## src/rtl/por_pkg.sv

```systemverilog
// shared types and constants for the polar order parameter unit
package por_pkg;

  localparam int MaxParticles = 4096;
  localparam int CntW         = $clog2(MaxParticles + 1);
  localparam int OneQ14       = 16384;

  localparam int VelW   = 16;
  localparam int SqW    = 31;
  localparam int MW     = 32;
  localparam int FracSh = 28;
  localparam int RadW   = MW + FracSh;
  localparam int RootW  = RadW / 2;
  localparam int SumW   = 28;
  localparam int DivAW  = VelW + FracSh;
  localparam int DivBW  = RootW;
  localparam int NormSteps = 15;
  localparam int MeanSteps = SumW - 1;
  localparam int QW     = MeanSteps;
  localparam int StepW  = $clog2(MeanSteps + 1);
  localparam int SqrtTopNorm = RadW - 2;
  localparam int SqrtTopMag  = 28;

  typedef enum logic [3:0] {
    ST_IDLE, ST_SQUARE, ST_NORM, ST_SQRT, ST_DIVX, ST_DIVY, ST_CHECK,
    ST_MDIVX, ST_MDIVY, ST_MSQUARE, ST_MSQRT, ST_MWAIT, ST_EMIT
  } state_t;

  typedef enum logic [1:0] {DIV_NX, DIV_NY, DIV_MX, DIV_MY} div_op_t;

  typedef struct packed {
    logic    in_load;
    logic    sq_load;
    logic    sq_mean;
    logic    cnt_inc;
    logic    sqrt_start;
    logic    sqrt_mag;
    logic    div_start;
    div_op_t div_op;
    logic    sum_x_add;
    logic    sum_y_add;
    logic    mean_x_load;
    logic    mean_y_load;
    logic    out_load;
  } por_cmd_t;

  typedef struct packed {
    logic last;
    logic cnt_full;
    logic m_zero;
    logic sqrt_done;
    logic div_done;
    logic out_busy;
  } por_stat_t;

endpackage

```

## src/rtl/por_sqrt.sv

```systemverilog
// iterative integer square root, one result bit per cycle
module por_sqrt (
  input  logic                      clk,
  input  logic                      rst,
  input  logic                      start,
  input  logic                      mag,
  input  logic [por_pkg::RadW-1:0]  op,
  output logic                      done,
  output logic [por_pkg::RootW-1:0] root
);
  import por_pkg::*;

  logic [RadW-1:0] v;
  logic [RadW-1:0] r;
  logic [RadW-1:0] bitr;
  logic            busy;
  logic [RadW-1:0] trial;
  logic            ge;

  assign trial = r + bitr;
  assign ge    = (v >= trial);
  assign root  = r[RootW-1:0];

  always_ff @(posedge clk) begin
    if (rst) begin
      busy <= 1'b0;
      done <= 1'b0;
    end else begin
      done <= 1'b0;
      if (start) begin
        busy <= 1'b1;
      end else if (busy && bitr[0]) begin
        busy <= 1'b0;
        done <= 1'b1;
      end
    end
  end

  always_ff @(posedge clk) begin
    if (start) begin
      v    <= op;
      r    <= '0;
      bitr <= mag ? (RadW'(1) << SqrtTopMag) : (RadW'(1) << SqrtTopNorm);
    end else if (busy) begin
      if (ge) begin
        v <= v - trial;
        r <= (r >> 1) + bitr;
      end else begin
        r <= r >> 1;
      end
      bitr <= bitr >> 2;
    end
  end

endmodule

```

## src/rtl/por_div.sv

```systemverilog
// restoring divider with a short or long step count, one quotient bit per cycle
module por_div (
  input  logic                      clk,
  input  logic                      rst,
  input  logic                      start,
  input  logic                      mean,
  input  logic [por_pkg::DivAW-1:0] a,
  input  logic [por_pkg::DivBW-1:0] b,
  output logic                      done,
  output logic [por_pkg::QW-1:0]    quo
);
  import por_pkg::*;

  logic [DivBW:0]   rem;
  logic [QW-1:0]    shf;
  logic [DivBW-1:0] b_r;
  logic [StepW-1:0] cnt;
  logic             busy;
  logic [DivBW:0]   trial;
  logic             ge;

  assign trial = {rem[DivBW-1:0], shf[QW-1]};
  assign ge    = (trial >= {1'b0, b_r});
  assign quo   = shf;

  always_ff @(posedge clk) begin
    if (rst) begin
      busy <= 1'b0;
      done <= 1'b0;
    end else begin
      done <= 1'b0;
      if (start) begin
        busy <= 1'b1;
      end else if (busy && cnt == StepW'(1)) begin
        busy <= 1'b0;
        done <= 1'b1;
      end
    end
  end

  always_ff @(posedge clk) begin
    if (start) begin
      b_r <= b;
      if (mean) begin
        rem <= (DivBW+1)'(a[DivAW-1:MeanSteps]);
        shf <= a[MeanSteps-1:0];
        cnt <= StepW'(MeanSteps);
      end else begin
        // quotient fits in the short step count, top bits start below the divisor
        rem <= (DivBW+1)'(a[DivAW-1:NormSteps]);
        shf <= {a[NormSteps-1:0], (QW-NormSteps)'(0)};
        cnt <= StepW'(NormSteps);
      end
    end else if (busy) begin
      rem <= ge ? (trial - {1'b0, b_r}) : trial;
      shf <= {shf[QW-2:0], ge};
      cnt <= cnt - StepW'(1);
    end
  end

endmodule

```

## src/rtl/por_dp.sv

```systemverilog
// datapath: squares, shared root and divide units, sums, count, output register
module por_dp (
  input  logic                          clk,
  input  logic                          rst,
  input  logic signed [15:0]            vel_x,
  input  logic signed [15:0]            vel_y,
  input  logic                          last,
  input  por_pkg::por_cmd_t             cmd,
  output por_pkg::por_stat_t            stat,
  output logic                          out_valid,
  input  logic                          out_stall,
  output logic signed [15:0]            mean_x,
  output logic signed [15:0]            mean_y,
  output logic [14:0]                   magnitude
);
  import por_pkg::*;

  logic signed [VelW-1:0] vx, vy;
  logic                   last_r;
  logic signed [VelW-1:0] mx, my;
  logic signed [VelW-1:0] mul_a, mul_b;
  logic signed [MW-1:0]   prod_a, prod_b;
  logic [SqW-1:0]         sq_x, sq_y;
  logic [MW-1:0]          m;
  logic [RadW-1:0]        sqrt_op;
  logic                   sqrt_done;
  logic [RootW-1:0]       root;
  logic signed [SumW-1:0] sum_x, sum_y;
  logic [CntW-1:0]        count;
  logic [VelW-1:0]        vx_abs, vy_abs;
  logic [SumW-1:0]        sx_abs, sy_abs;
  logic [DivAW-1:0]       div_a;
  logic [DivBW-1:0]       div_b;
  logic                   div_mean;
  logic                   div_done;
  logic [QW-1:0]          quo;
  logic [SumW-1:0]        q_pos;
  logic [VelW-1:0]        q_low;
  logic                   out_valid_next;

  always_ff @(posedge clk) begin
    if (cmd.in_load) begin
      vx     <= vel_x;
      vy     <= vel_y;
      last_r <= last;
    end
  end

  assign mul_a  = cmd.sq_mean ? mx : vx;
  assign mul_b  = cmd.sq_mean ? my : vy;
  assign prod_a = mul_a * mul_a;
  assign prod_b = mul_b * mul_b;

  always_ff @(posedge clk) begin
    if (cmd.sq_load) begin
      sq_x <= prod_a[SqW-1:0];
      sq_y <= prod_b[SqW-1:0];
    end
  end

  assign m       = {1'b0, sq_x} + {1'b0, sq_y};
  assign sqrt_op = cmd.sqrt_mag ? {FracSh'(0), m} : {m, FracSh'(0)};

  por_sqrt u_sqrt (
    .clk   (clk),
    .rst   (rst),
    .start (cmd.sqrt_start),
    .mag   (cmd.sqrt_mag),
    .op    (sqrt_op),
    .done  (sqrt_done),
    .root  (root)
  );

  assign vx_abs = vx[VelW-1] ? VelW'(-vx) : VelW'(vx);
  assign vy_abs = vy[VelW-1] ? VelW'(-vy) : VelW'(vy);
  assign sx_abs = sum_x[SumW-1] ? SumW'(-sum_x) : SumW'(sum_x);
  assign sy_abs = sum_y[SumW-1] ? SumW'(-sum_y) : SumW'(sum_y);

  always_comb begin
    div_a    = '0;
    div_b    = root;
    div_mean = 1'b0;
    case (cmd.div_op)
      DIV_NX: div_a = {vx_abs, FracSh'(0)};
      DIV_NY: div_a = {vy_abs, FracSh'(0)};
      DIV_MX: begin
        div_a    = DivAW'(sx_abs[QW-1:0]);
        div_b    = DivBW'(count);
        div_mean = 1'b1;
      end
      default: begin
        div_a    = DivAW'(sy_abs[QW-1:0]);
        div_b    = DivBW'(count);
        div_mean = 1'b1;
      end
    endcase
  end

  por_div u_div (
    .clk   (clk),
    .rst   (rst),
    .start (cmd.div_start),
    .mean  (div_mean),
    .a     (div_a),
    .b     (div_b),
    .done  (div_done),
    .quo   (quo)
  );

  assign q_pos = {1'b0, quo};
  assign q_low = quo[VelW-1:0];

  always_ff @(posedge clk) begin
    if (rst || cmd.out_load) begin
      sum_x <= '0;
      sum_y <= '0;
      count <= '0;
    end else begin
      if (cmd.cnt_inc) begin
        count <= count + CntW'(1);
      end
      if (cmd.sum_x_add) begin
        sum_x <= vx[VelW-1] ? (sum_x - $signed(q_pos)) : (sum_x + $signed(q_pos));
      end
      if (cmd.sum_y_add) begin
        sum_y <= vy[VelW-1] ? (sum_y - $signed(q_pos)) : (sum_y + $signed(q_pos));
      end
    end
  end

  // mean sign follows the sum, quotient is the truncated magnitude
  always_ff @(posedge clk) begin
    if (cmd.mean_x_load) begin
      mx <= sum_x[SumW-1] ? $signed(VelW'(-q_low)) : $signed(q_low);
    end
    if (cmd.mean_y_load) begin
      my <= sum_y[SumW-1] ? $signed(VelW'(-q_low)) : $signed(q_low);
    end
  end

  assign out_valid_next = cmd.out_load | (out_valid & out_stall);

  always_ff @(posedge clk) begin
    if (rst) begin
      out_valid <= 1'b0;
    end else begin
      out_valid <= out_valid_next;
    end
  end

  always_ff @(posedge clk) begin
    if (cmd.out_load) begin
      mean_x    <= mx;
      mean_y    <= my;
      magnitude <= (root > RootW'(OneQ14)) ? 15'(OneQ14) : root[14:0];
    end
  end

  assign stat.last      = last_r;
  assign stat.cnt_full  = (count == CntW'(MaxParticles));
  assign stat.m_zero    = (m == '0);
  assign stat.sqrt_done = sqrt_done;
  assign stat.div_done  = div_done;
  assign stat.out_busy  = out_valid & out_stall;

endmodule

```

## src/rtl/por_ctrl.sv

```systemverilog
// controller: sequences squaring, normalization, accumulation and the final mean
module por_ctrl (
  input  logic                clk,
  input  logic                rst,
  input  logic                in_valid,
  output logic                in_stall,
  output por_pkg::por_cmd_t   cmd,
  input  por_pkg::por_stat_t  stat
);
  import por_pkg::*;

  state_t state, state_next;

  always_ff @(posedge clk) begin
    if (rst) begin
      state <= ST_IDLE;
    end else begin
      state <= state_next;
    end
  end

  assign in_stall = (state != ST_IDLE);

  always_comb begin
    state_next = state;
    cmd        = '0;
    cmd.div_op = DIV_NX;
    unique case (state)
      ST_IDLE: begin
        if (in_valid) begin
          cmd.in_load = 1'b1;
          state_next  = ST_SQUARE;
        end
      end
      ST_SQUARE: begin
        cmd.sq_load = 1'b1;
        state_next  = ST_NORM;
      end
      ST_NORM: begin
        // a full set ignores the particle, a zero vector only counts
        if (stat.cnt_full) begin
          state_next = ST_CHECK;
        end else begin
          cmd.cnt_inc = 1'b1;
          if (stat.m_zero) begin
            state_next = ST_CHECK;
          end else begin
            cmd.sqrt_start = 1'b1;
            state_next     = ST_SQRT;
          end
        end
      end
      ST_SQRT: begin
        if (stat.sqrt_done) begin
          cmd.div_start = 1'b1;
          cmd.div_op    = DIV_NX;
          state_next    = ST_DIVX;
        end
      end
      ST_DIVX: begin
        if (stat.div_done) begin
          cmd.sum_x_add = 1'b1;
          cmd.div_start = 1'b1;
          cmd.div_op    = DIV_NY;
          state_next    = ST_DIVY;
        end
      end
      ST_DIVY: begin
        if (stat.div_done) begin
          cmd.sum_y_add = 1'b1;
          state_next    = ST_CHECK;
        end
      end
      ST_CHECK: begin
        if (stat.last) begin
          cmd.div_start = 1'b1;
          cmd.div_op    = DIV_MX;
          state_next    = ST_MDIVX;
        end else begin
          state_next = ST_IDLE;
        end
      end
      ST_MDIVX: begin
        cmd.div_op = DIV_MX;
        if (stat.div_done) begin
          cmd.mean_x_load = 1'b1;
          cmd.div_start   = 1'b1;
          cmd.div_op      = DIV_MY;
          state_next      = ST_MDIVY;
        end
      end
      ST_MDIVY: begin
        cmd.div_op = DIV_MY;
        if (stat.div_done) begin
          cmd.mean_y_load = 1'b1;
          state_next      = ST_MSQUARE;
        end
      end
      ST_MSQUARE: begin
        cmd.sq_load = 1'b1;
        cmd.sq_mean = 1'b1;
        state_next  = ST_MSQRT;
      end
      ST_MSQRT: begin
        cmd.sqrt_start = 1'b1;
        cmd.sqrt_mag   = 1'b1;
        state_next     = ST_MWAIT;
      end
      ST_MWAIT: begin
        if (stat.sqrt_done) begin
          state_next = ST_EMIT;
        end
      end
      ST_EMIT: begin
        // wait for the output register to free up before the transfer
        if (!stat.out_busy) begin
          cmd.out_load = 1'b1;
          state_next   = ST_IDLE;
        end
      end
      default: begin
        state_next = ST_IDLE;
      end
    endcase
  end

endmodule

```

## src/rtl/polar_order_parameter_unit.sv

```systemverilog
// Polar order parameter unit: one item per particle velocity, one result per set.
// Each nonzero velocity passes through the shared 30-step square root and the shared
// divider (15 steps per component); a zero or ignored velocity skips both, and no new
// velocity is taken until the last one is through. The item marked last then adds two
// 27-step mean divisions and a 15-step magnitude root before the result appears.
// Reset (synchronous, active high) clears the sums, the count and the output valid.
module polar_order_parameter_unit (
  input  logic               clk,
  input  logic               rst,
  input  logic               in_valid,
  output logic               in_stall,
  input  logic signed [15:0] vel_x,
  input  logic signed [15:0] vel_y,
  input  logic               last,
  output logic               out_valid,
  input  logic               out_stall,
  output logic signed [15:0] mean_x,
  output logic signed [15:0] mean_y,
  output logic [14:0]        magnitude
);
  import por_pkg::*;

  por_cmd_t  cmd;
  por_stat_t stat;

  por_ctrl u_ctrl (
    .clk      (clk),
    .rst      (rst),
    .in_valid (in_valid),
    .in_stall (in_stall),
    .cmd      (cmd),
    .stat     (stat)
  );

  por_dp u_dp (
    .clk       (clk),
    .rst       (rst),
    .vel_x     (vel_x),
    .vel_y     (vel_y),
    .last      (last),
    .cmd       (cmd),
    .stat      (stat),
    .out_valid (out_valid),
    .out_stall (out_stall),
    .mean_x    (mean_x),
    .mean_y    (mean_y),
    .magnitude (magnitude)
  );

endmodule

```

## config.mk

```make
export PLATFORM = sky130hd
export DESIGN_NAME = polar_order_parameter_unit
export DESIGN_NICKNAME = d
export VERILOG_FILES = /design/src/rtl/por_pkg.sv /design/src/rtl/por_sqrt.sv /design/src/rtl/por_div.sv /design/src/rtl/por_dp.sv /design/src/rtl/por_ctrl.sv /design/src/rtl/polar_order_parameter_unit.sv
export SDC_FILE = /design/constraint.sdc
export NUM_CORES = 2
export LEC_CHECK = 0
export BUFFER_PORTS_ARGS = -buffer_cell sky130_fd_sc_hd__buf_2
export CAP_MARGIN = 20
export CORE_ASPECT_RATIO = 2
export CORE_MARGIN = 3
export CORE_UTILIZATION = 30
export DETAILED_ROUTE_END_ITERATION = 10
export PLACE_DENSITY_LB_ADDON = 0.25
export SLEW_MARGIN = 20
export SYNTH_ARGS = -nofsm -noshare
export SYNTH_HDL_FRONTEND = slang
export SYNTH_HIERARCHICAL = 1
export SYNTH_SLANG_ARGS = --single-unit
```

## constraint.sdc

```tcl
create_clock -name clk -period 9.1 [get_ports clk]
set_input_delay 0.455 -clock clk [delete_from_list [all_inputs] [get_ports clk]]
set_output_delay 0.455 -clock clk [all_outputs]
set_load 0.02 [all_outputs]
```

=== Yosys cells after proc, flatten, opt, wreduce, memory -nomap -nowiden ===
Cells that the tools add are included.

* Add/subtract/negate cells: 16
* Multiply operators: 2
* Divide/modulo/power cells: 0
* Magnitude comparators: 3
* Equal/unequal tests: 24
* Shift-type cells: 0
* Multiplexer cells: 70
* Bitwise logic cells: 2
* Reductions and logical operators: 18

{| class="wikitable"
|+ Operator list
! cell !! number
|-
| 60-bit 2-to-1 mux || 7
|-
| 27-bit 2-to-1 mux || 5
|-
| 44-bit case mux with 3 select lines || 1
|-
| 16-bit 2-to-1 mux || 6
|-
| 30-bit 2-to-1 mux || 3
|-
| 16-bit by 16-bit multiplier with 31-bit output || 2
|-
| 59-bit by 60-bit adder with 60-bit output || 1
|-
| 60-bit adder || 1
|-
| 60-bit greater-or-equal comparator || 1
|-
| 60-bit subtractor || 1
|-
| 59-bit 2-to-1 mux || 1
|-
| 28-bit adder || 2
|-
| 28-bit 2-to-1 mux || 2
|-
| 28-bit subtractor || 2
|-
| 27-bit negator || 2
|-
| 4-bit case mux with 13 select lines || 1
|-
| 16-bit negator || 3
|-
| 4-bit 2-to-1 mux || 9
|-
| 31-bit by 31-bit adder with 32-bit output || 1
|-
| 32-bit zero test || 1
|-
| 31-bit by 30-bit greater-or-equal comparator with 1-bit output || 1
|-
| 30-bit by 15-bit > comparator with 1-bit output (second input constant) || 1
|-
| 30-bit subtractor || 1
|-
| 29-bit 2-to-1 mux || 1
|-
| other kinds (31) || 79
|}

* Register bits: 524
* Latch bits: 0
* Memory bits (writable): 0
* Bits in read-only memories: 0
* Bits of input ports: 37
* Output and inout port bits: 49
* Word-level logic and storage cells: 162
* Memories kept: 0

=== Depth between registers and ports, before layout ===
* Depth in word-level cells: 7
* Mapped depth: 34
* Gate-level depth less buffers: 29

=== Cells and area by module ===
The synthesis kept the hierarchy.

{| class="wikitable"
|+ Modules (own cells, without submodules)
! module !! instances !! cells each !! area an instance (um^2)
|-
| por_dp || 1 || 3699 || 33702.3
|-
| por_sqrt || 1 || 1769 || 14376.3
|-
| por_div || 1 || 593 || 5988.2
|-
| por_ctrl || 1 || 72 || 503.0
|}

=== Worst setup path before layout ===
Ideal clock, no wire load.

* Kind: reg-to-reg
* From: register u_ctrl.state[2]
* To: register u_dp.sq_y[28] (data pin)
* Setup time: 0.259 ns
* Data arrival time: 7.522 ns
* Data required time: 8.841 ns
* Setup slack: 1.319 ns
* Cell stages (with the launch flop): 27
* Clock period less this slack: 7.781 ns
* Cells stage by stage: dfxtp_1 > buf_4 > nand2b_1 > nor2_1 > clkbuf_1 > buf_1 > mux2i_1 > clkinv_1 > nand2_1 > fa_1 > fa_1 > fa_1 > inv_1 > fa_1 > fa_1 > inv_1 > fa_1 > inv_1 > ha_1 > nand4_1 > or3b_2 > a41oi_1 > a41o_1 > o31ai_1 > o21bai_1 > nor4b_1 > a211o_1

{| class="wikitable"
|+ RTL lines
! element !! line !! source
|-
| start, declared || por_ctrl.sv:12 || <nowiki>state_t state, state_next;</nowiki>
|-
| start signal, assigned || por_ctrl.sv:18 || <nowiki>state <= state_next;</nowiki>
|-
| end signal, assigned || por_dp.sv:57 || <nowiki>sq_y <= prod_b[SqW-1:0];</nowiki>
|-
| end, declared || por_dp.sv:23 || <nowiki>logic [SqW-1:0] sq_x, sq_y;</nowiki>
|}

==> key figures <==
Clocking
  • TritonCTS clock tree: built
  • CTS Hold Bufs: 33
  • Post-CTS setup repair buffer count: 0
  • CTS Buffer Depth: 3
  • CTS HTree Levels: 2
  • Cts bufs inserted: 54
  • Clock transition at path regs: 0.06 ns
  • Skew-Pair Late Insertion Delay: 0.68 ns
  • Resized cells post-CTS: 0
  • Clk sink count: 492
  • CTS Root Buffer Type: clkbuf_16

Detailed routing
  • 1st-iter DRT viols: 2784
  • DRC Markers: 0
  • Post-DRT Antenna Nets: 0
  • Routed vias: 44400
  • Wire per inst: 23.2 um
  • TritonRoute pass-1 iters: 5
  • DRT Wirelength: 197 mm
  • Via/cell ratio: 5.22

Synth
  • Largest area contributor in the netlist: edfxtp_1
  • Post-Syn Instances: 6133
  • Post-Syn Area: 0.0546 mm2
  • Top-count cell post-synth: inv_1
  • Ys async rst share: 0%
  • Sequential area share after synthesis: 24.5%
  • Yosys warns: 6
  • Synth top cells by count: 809 x inv_1, 600 x nand2_1, 518 x nor2_1
  • Yosys cell types: 113
  • Most common flop cell mapped by yosys: edfxtp_1
  • Mean Syn Cell Area: 8.90 um2
  • Share of the synthesized area in the top cell type: 19.5%
  • Synth area leaders: edfxtp_1 19%, fa_1 17%, ha_1 9.4%
  • FF+latch count, synth: 492
  • Post-synth EDFFs: 354

Global routing
  • Remaining Overflow, GRT: 0
  • Largest net degree at the start of global routing: 163
  • Initial antenna violation count: 11
  • Tot GR Track Use: 20.7%
  • Vias in the first global route: 46300
  • First-pass GRT wire length: 290 mm

Finish
  • Share of layout cells above drive strength 1: 6.43%
  • Layout Nets: 7020
  • Util after Layout: 33.0%
  • Area Overhead vs Synth: 9.08%
  • Seq. cell area: 0.0134 mm2
  • Fillers: 18800
  • Multi-input gate area: 0.0369 mm2

Die
  • Die area: 0.187 mm2
  • Die Wd: 308 um
  • Site row count: 220
  • I/O pins: 86
  • Initial core utilization: 30.3%
  • Die Ht: 609 um
  • Core area: 0.180 mm2

Timing
  • Max_slew headroom: 24.9%
  • Clock Skew: 0.0468 ns
  • Transition time of the tightest slew-check pin: 1.12 ns
  • Min Hold Slack: 0.375 ns
  • Final clock period utilization by the worst path: 92.0%
  • Setup TNS Final: 0 ns
  • Fmax: 119 MHz
  • Final Max Slew Viols: 0
  • Crit path time final: 8.38 ns
  • Final setup viols: 0
  • Final hold vios: 0
  • RSZ-0062 raised after global routing: no

Critical path
  • CP Launch Type: register
  • WS Path Type: reg2reg
  • Endpoint of the worst-slack reg-to-reg timing path: u_dp/sq_y[28]$_DFFE_PP_
  • Slowest cell delay on critical path: 0.69 ns
  • Crit-path max FO: 40
  • R2R depth: 25
  • Worst setup EP type: register
  • RR Startpoint: u_ctrl/state[1]$_SDFFE_PP0P_
  • CP required: 9.62 ns
  • CP dominant cell by count: fa_1
  • CP max-delay cell: dfxtp_1
  • CP startpoint: u_ctrl/state[1]$_SDFFE_PP0P_
  • Arr. time, crit path: 8.89 ns
  • Reg2Reg Setup Slack: 0.72 ns

Status
  • Status: complete, no violations

Worst hold path
  • Hold_sp: rst
  • Hold Path Stages: 3
  • WHS Endpoint: u_dp/out_valid$_SDFF_PP0_
  • Worst hold path type: in2reg

Place
  • Post-DP HPWL: 162 mm
  • Port buffer count: 85
  • Gp weighted congestion: 0.967

Run
  • # Max-Cap Violations: 0
==> state kept, by name, summed over array words and instances (netlist names), 27 cells and up <==
signal	cells
u_dp/u_div/quo	27
u_dp/sq_y	30
u_dp/u_sqrt/r	60
u_dp/u_sqrt/bitr	30
u_dp/sum_x	28
u_dp/sq_x	30
u_dp/sum_y	28
u_dp/u_sqrt/v	60
u_dp/u_div/b_r	30
u_dp/u_div/rem	30
==> cells in the final DEF (no fill, tap or decap), types with 44 or more instances in the layout <==
| cell | netlist | routed |
|---|---|---|
| a21o_1 | 128 | 127 |
| a211oi_1 | 59 | 58 |
| mux2i_1 | 109 | 107 |
| xor2_1 | 155 | 155 |
| o31ai_1 | 51 | 49 |
| o21ai_1 | 55 | 55 |
| o21ai_0 | 253 | 253 |
| nand4_1 | 63 | 63 |
| and3_1 | 49 | 48 |
| dfxtp_1 | 138 | 137 |
| nand2_1 | 600 | 599 |
| xnor2_1 | 325 | 325 |
| nor3_1 | 77 | 76 |
| buf_4 | 41 | 78 |
| edfxtp_1 | 354 | 354 |
| fa_1 | 461 | 461 |
| and2_1 | 87 | 87 |
| ha_1 | 410 | 410 |
| o21bai_1 | 45 | 44 |
| nand3_1 | 74 | 74 |
| a21oi_1 | 303 | 302 |
| nor2b_1 | 76 | 76 |
| a31oi_1 | 94 | 94 |
| clkbuf_16 | 0 | 55 |
| nor2_1 | 518 | 512 |
| inv_1 | 809 | 809 |
| buf_2 | 16 | 85 |
==> metal layers <==
layer	share of wire (%)	track usage [%]	up-vias
li1	-	-	20800
met1	33	19.5	22000
met2	55	40.6	1117
met3	3.3	1.82	492
met4	8.9	15.2	0
met5	0	0	-
==> final cells by class <==
| class | count | area share [%] |
|---|---|---|
| Multi-Input combinational cell | 4537 | 61.9 |
| Sequential cell | 492 | 22.5 |
| Inverter | 827 | 5.21 |
| Tap cell | 2331 | 4.90 |
| Clock buffer | 68 | 2.48 |
| Timing Repair Buffer | 200 | 2.39 |
| Clock inverter | 34 | 0.572 |
| Antenna cell | 7 | 0.0294 |
==> kinds of logic (layout without fill, tap and decap cells) <==
logic type               after synthesis  count (layout)  synth area share [%]
AND/OR/NAND/NOR                     1740            1740                  14.9
AO/OA/AOI/OAI                       1301            1301                  15.7
buffers and inverters               1105            1129                  8.13
adder cells (fa/ha/maj)              871             871                  26.3
flip-flops                           492             492                  24.5
XOR/XNOR                             480             480                  7.70
multiplexers                         143             143                  2.71
other                                  1               9               0.00687
==> how the worst max path moves through the flow <==
stage / to / slack (ns) / cells after the start
3_5_place_dp: u_dp/sq_y[28]$_DFFE_PP_ / 0.76 / 26
2_1_floorplan: u_dp/sq_y[28]$_DFFE_PP_ / 1.32 / 26
4_1_cts: u_dp/sq_y[28]$_DFFE_PP_ / 0.72 / 25
6_report: u_dp/sq_y[28]$_DFFE_PP_ / 0.72 / 25
5_1_grt: u_dp/sq_y[28]$_DFFE_PP_ / 0.28 / 25
3_3_place_gp: u_dp/sq_y[28]$_DFFE_PP_ / 0.79 / 26
==> worst max-delay path: cells and delay by family (launching register included) <==
family                   cells  cell delay, ns
buffers and inverters        6            0.86
flip-flops                   1            0.69
AND/OR/NAND/NOR              4            0.95
adder cells (fa/ha/maj)      7            3.20
XOR/XNOR                     1            0.21
AO/OA/AOI/OAI                6            1.84
multiplexers                 1            0.45
==> metrics by stage <==
stage	setup slack, ns	std cells	instance area [um2]
finish	0.724	8496	59500
global placement	0.794	8354	57400
detailed placement	0.760	8354	57400
floorplan	1.32	6134	54600
CTS	0.722	8489	59500
global route	0.278	8491	59500
Power is left out: the tool's default activity adds up to more than one toggle a clock period on the data nets, which glitch-free logic cannot reach.
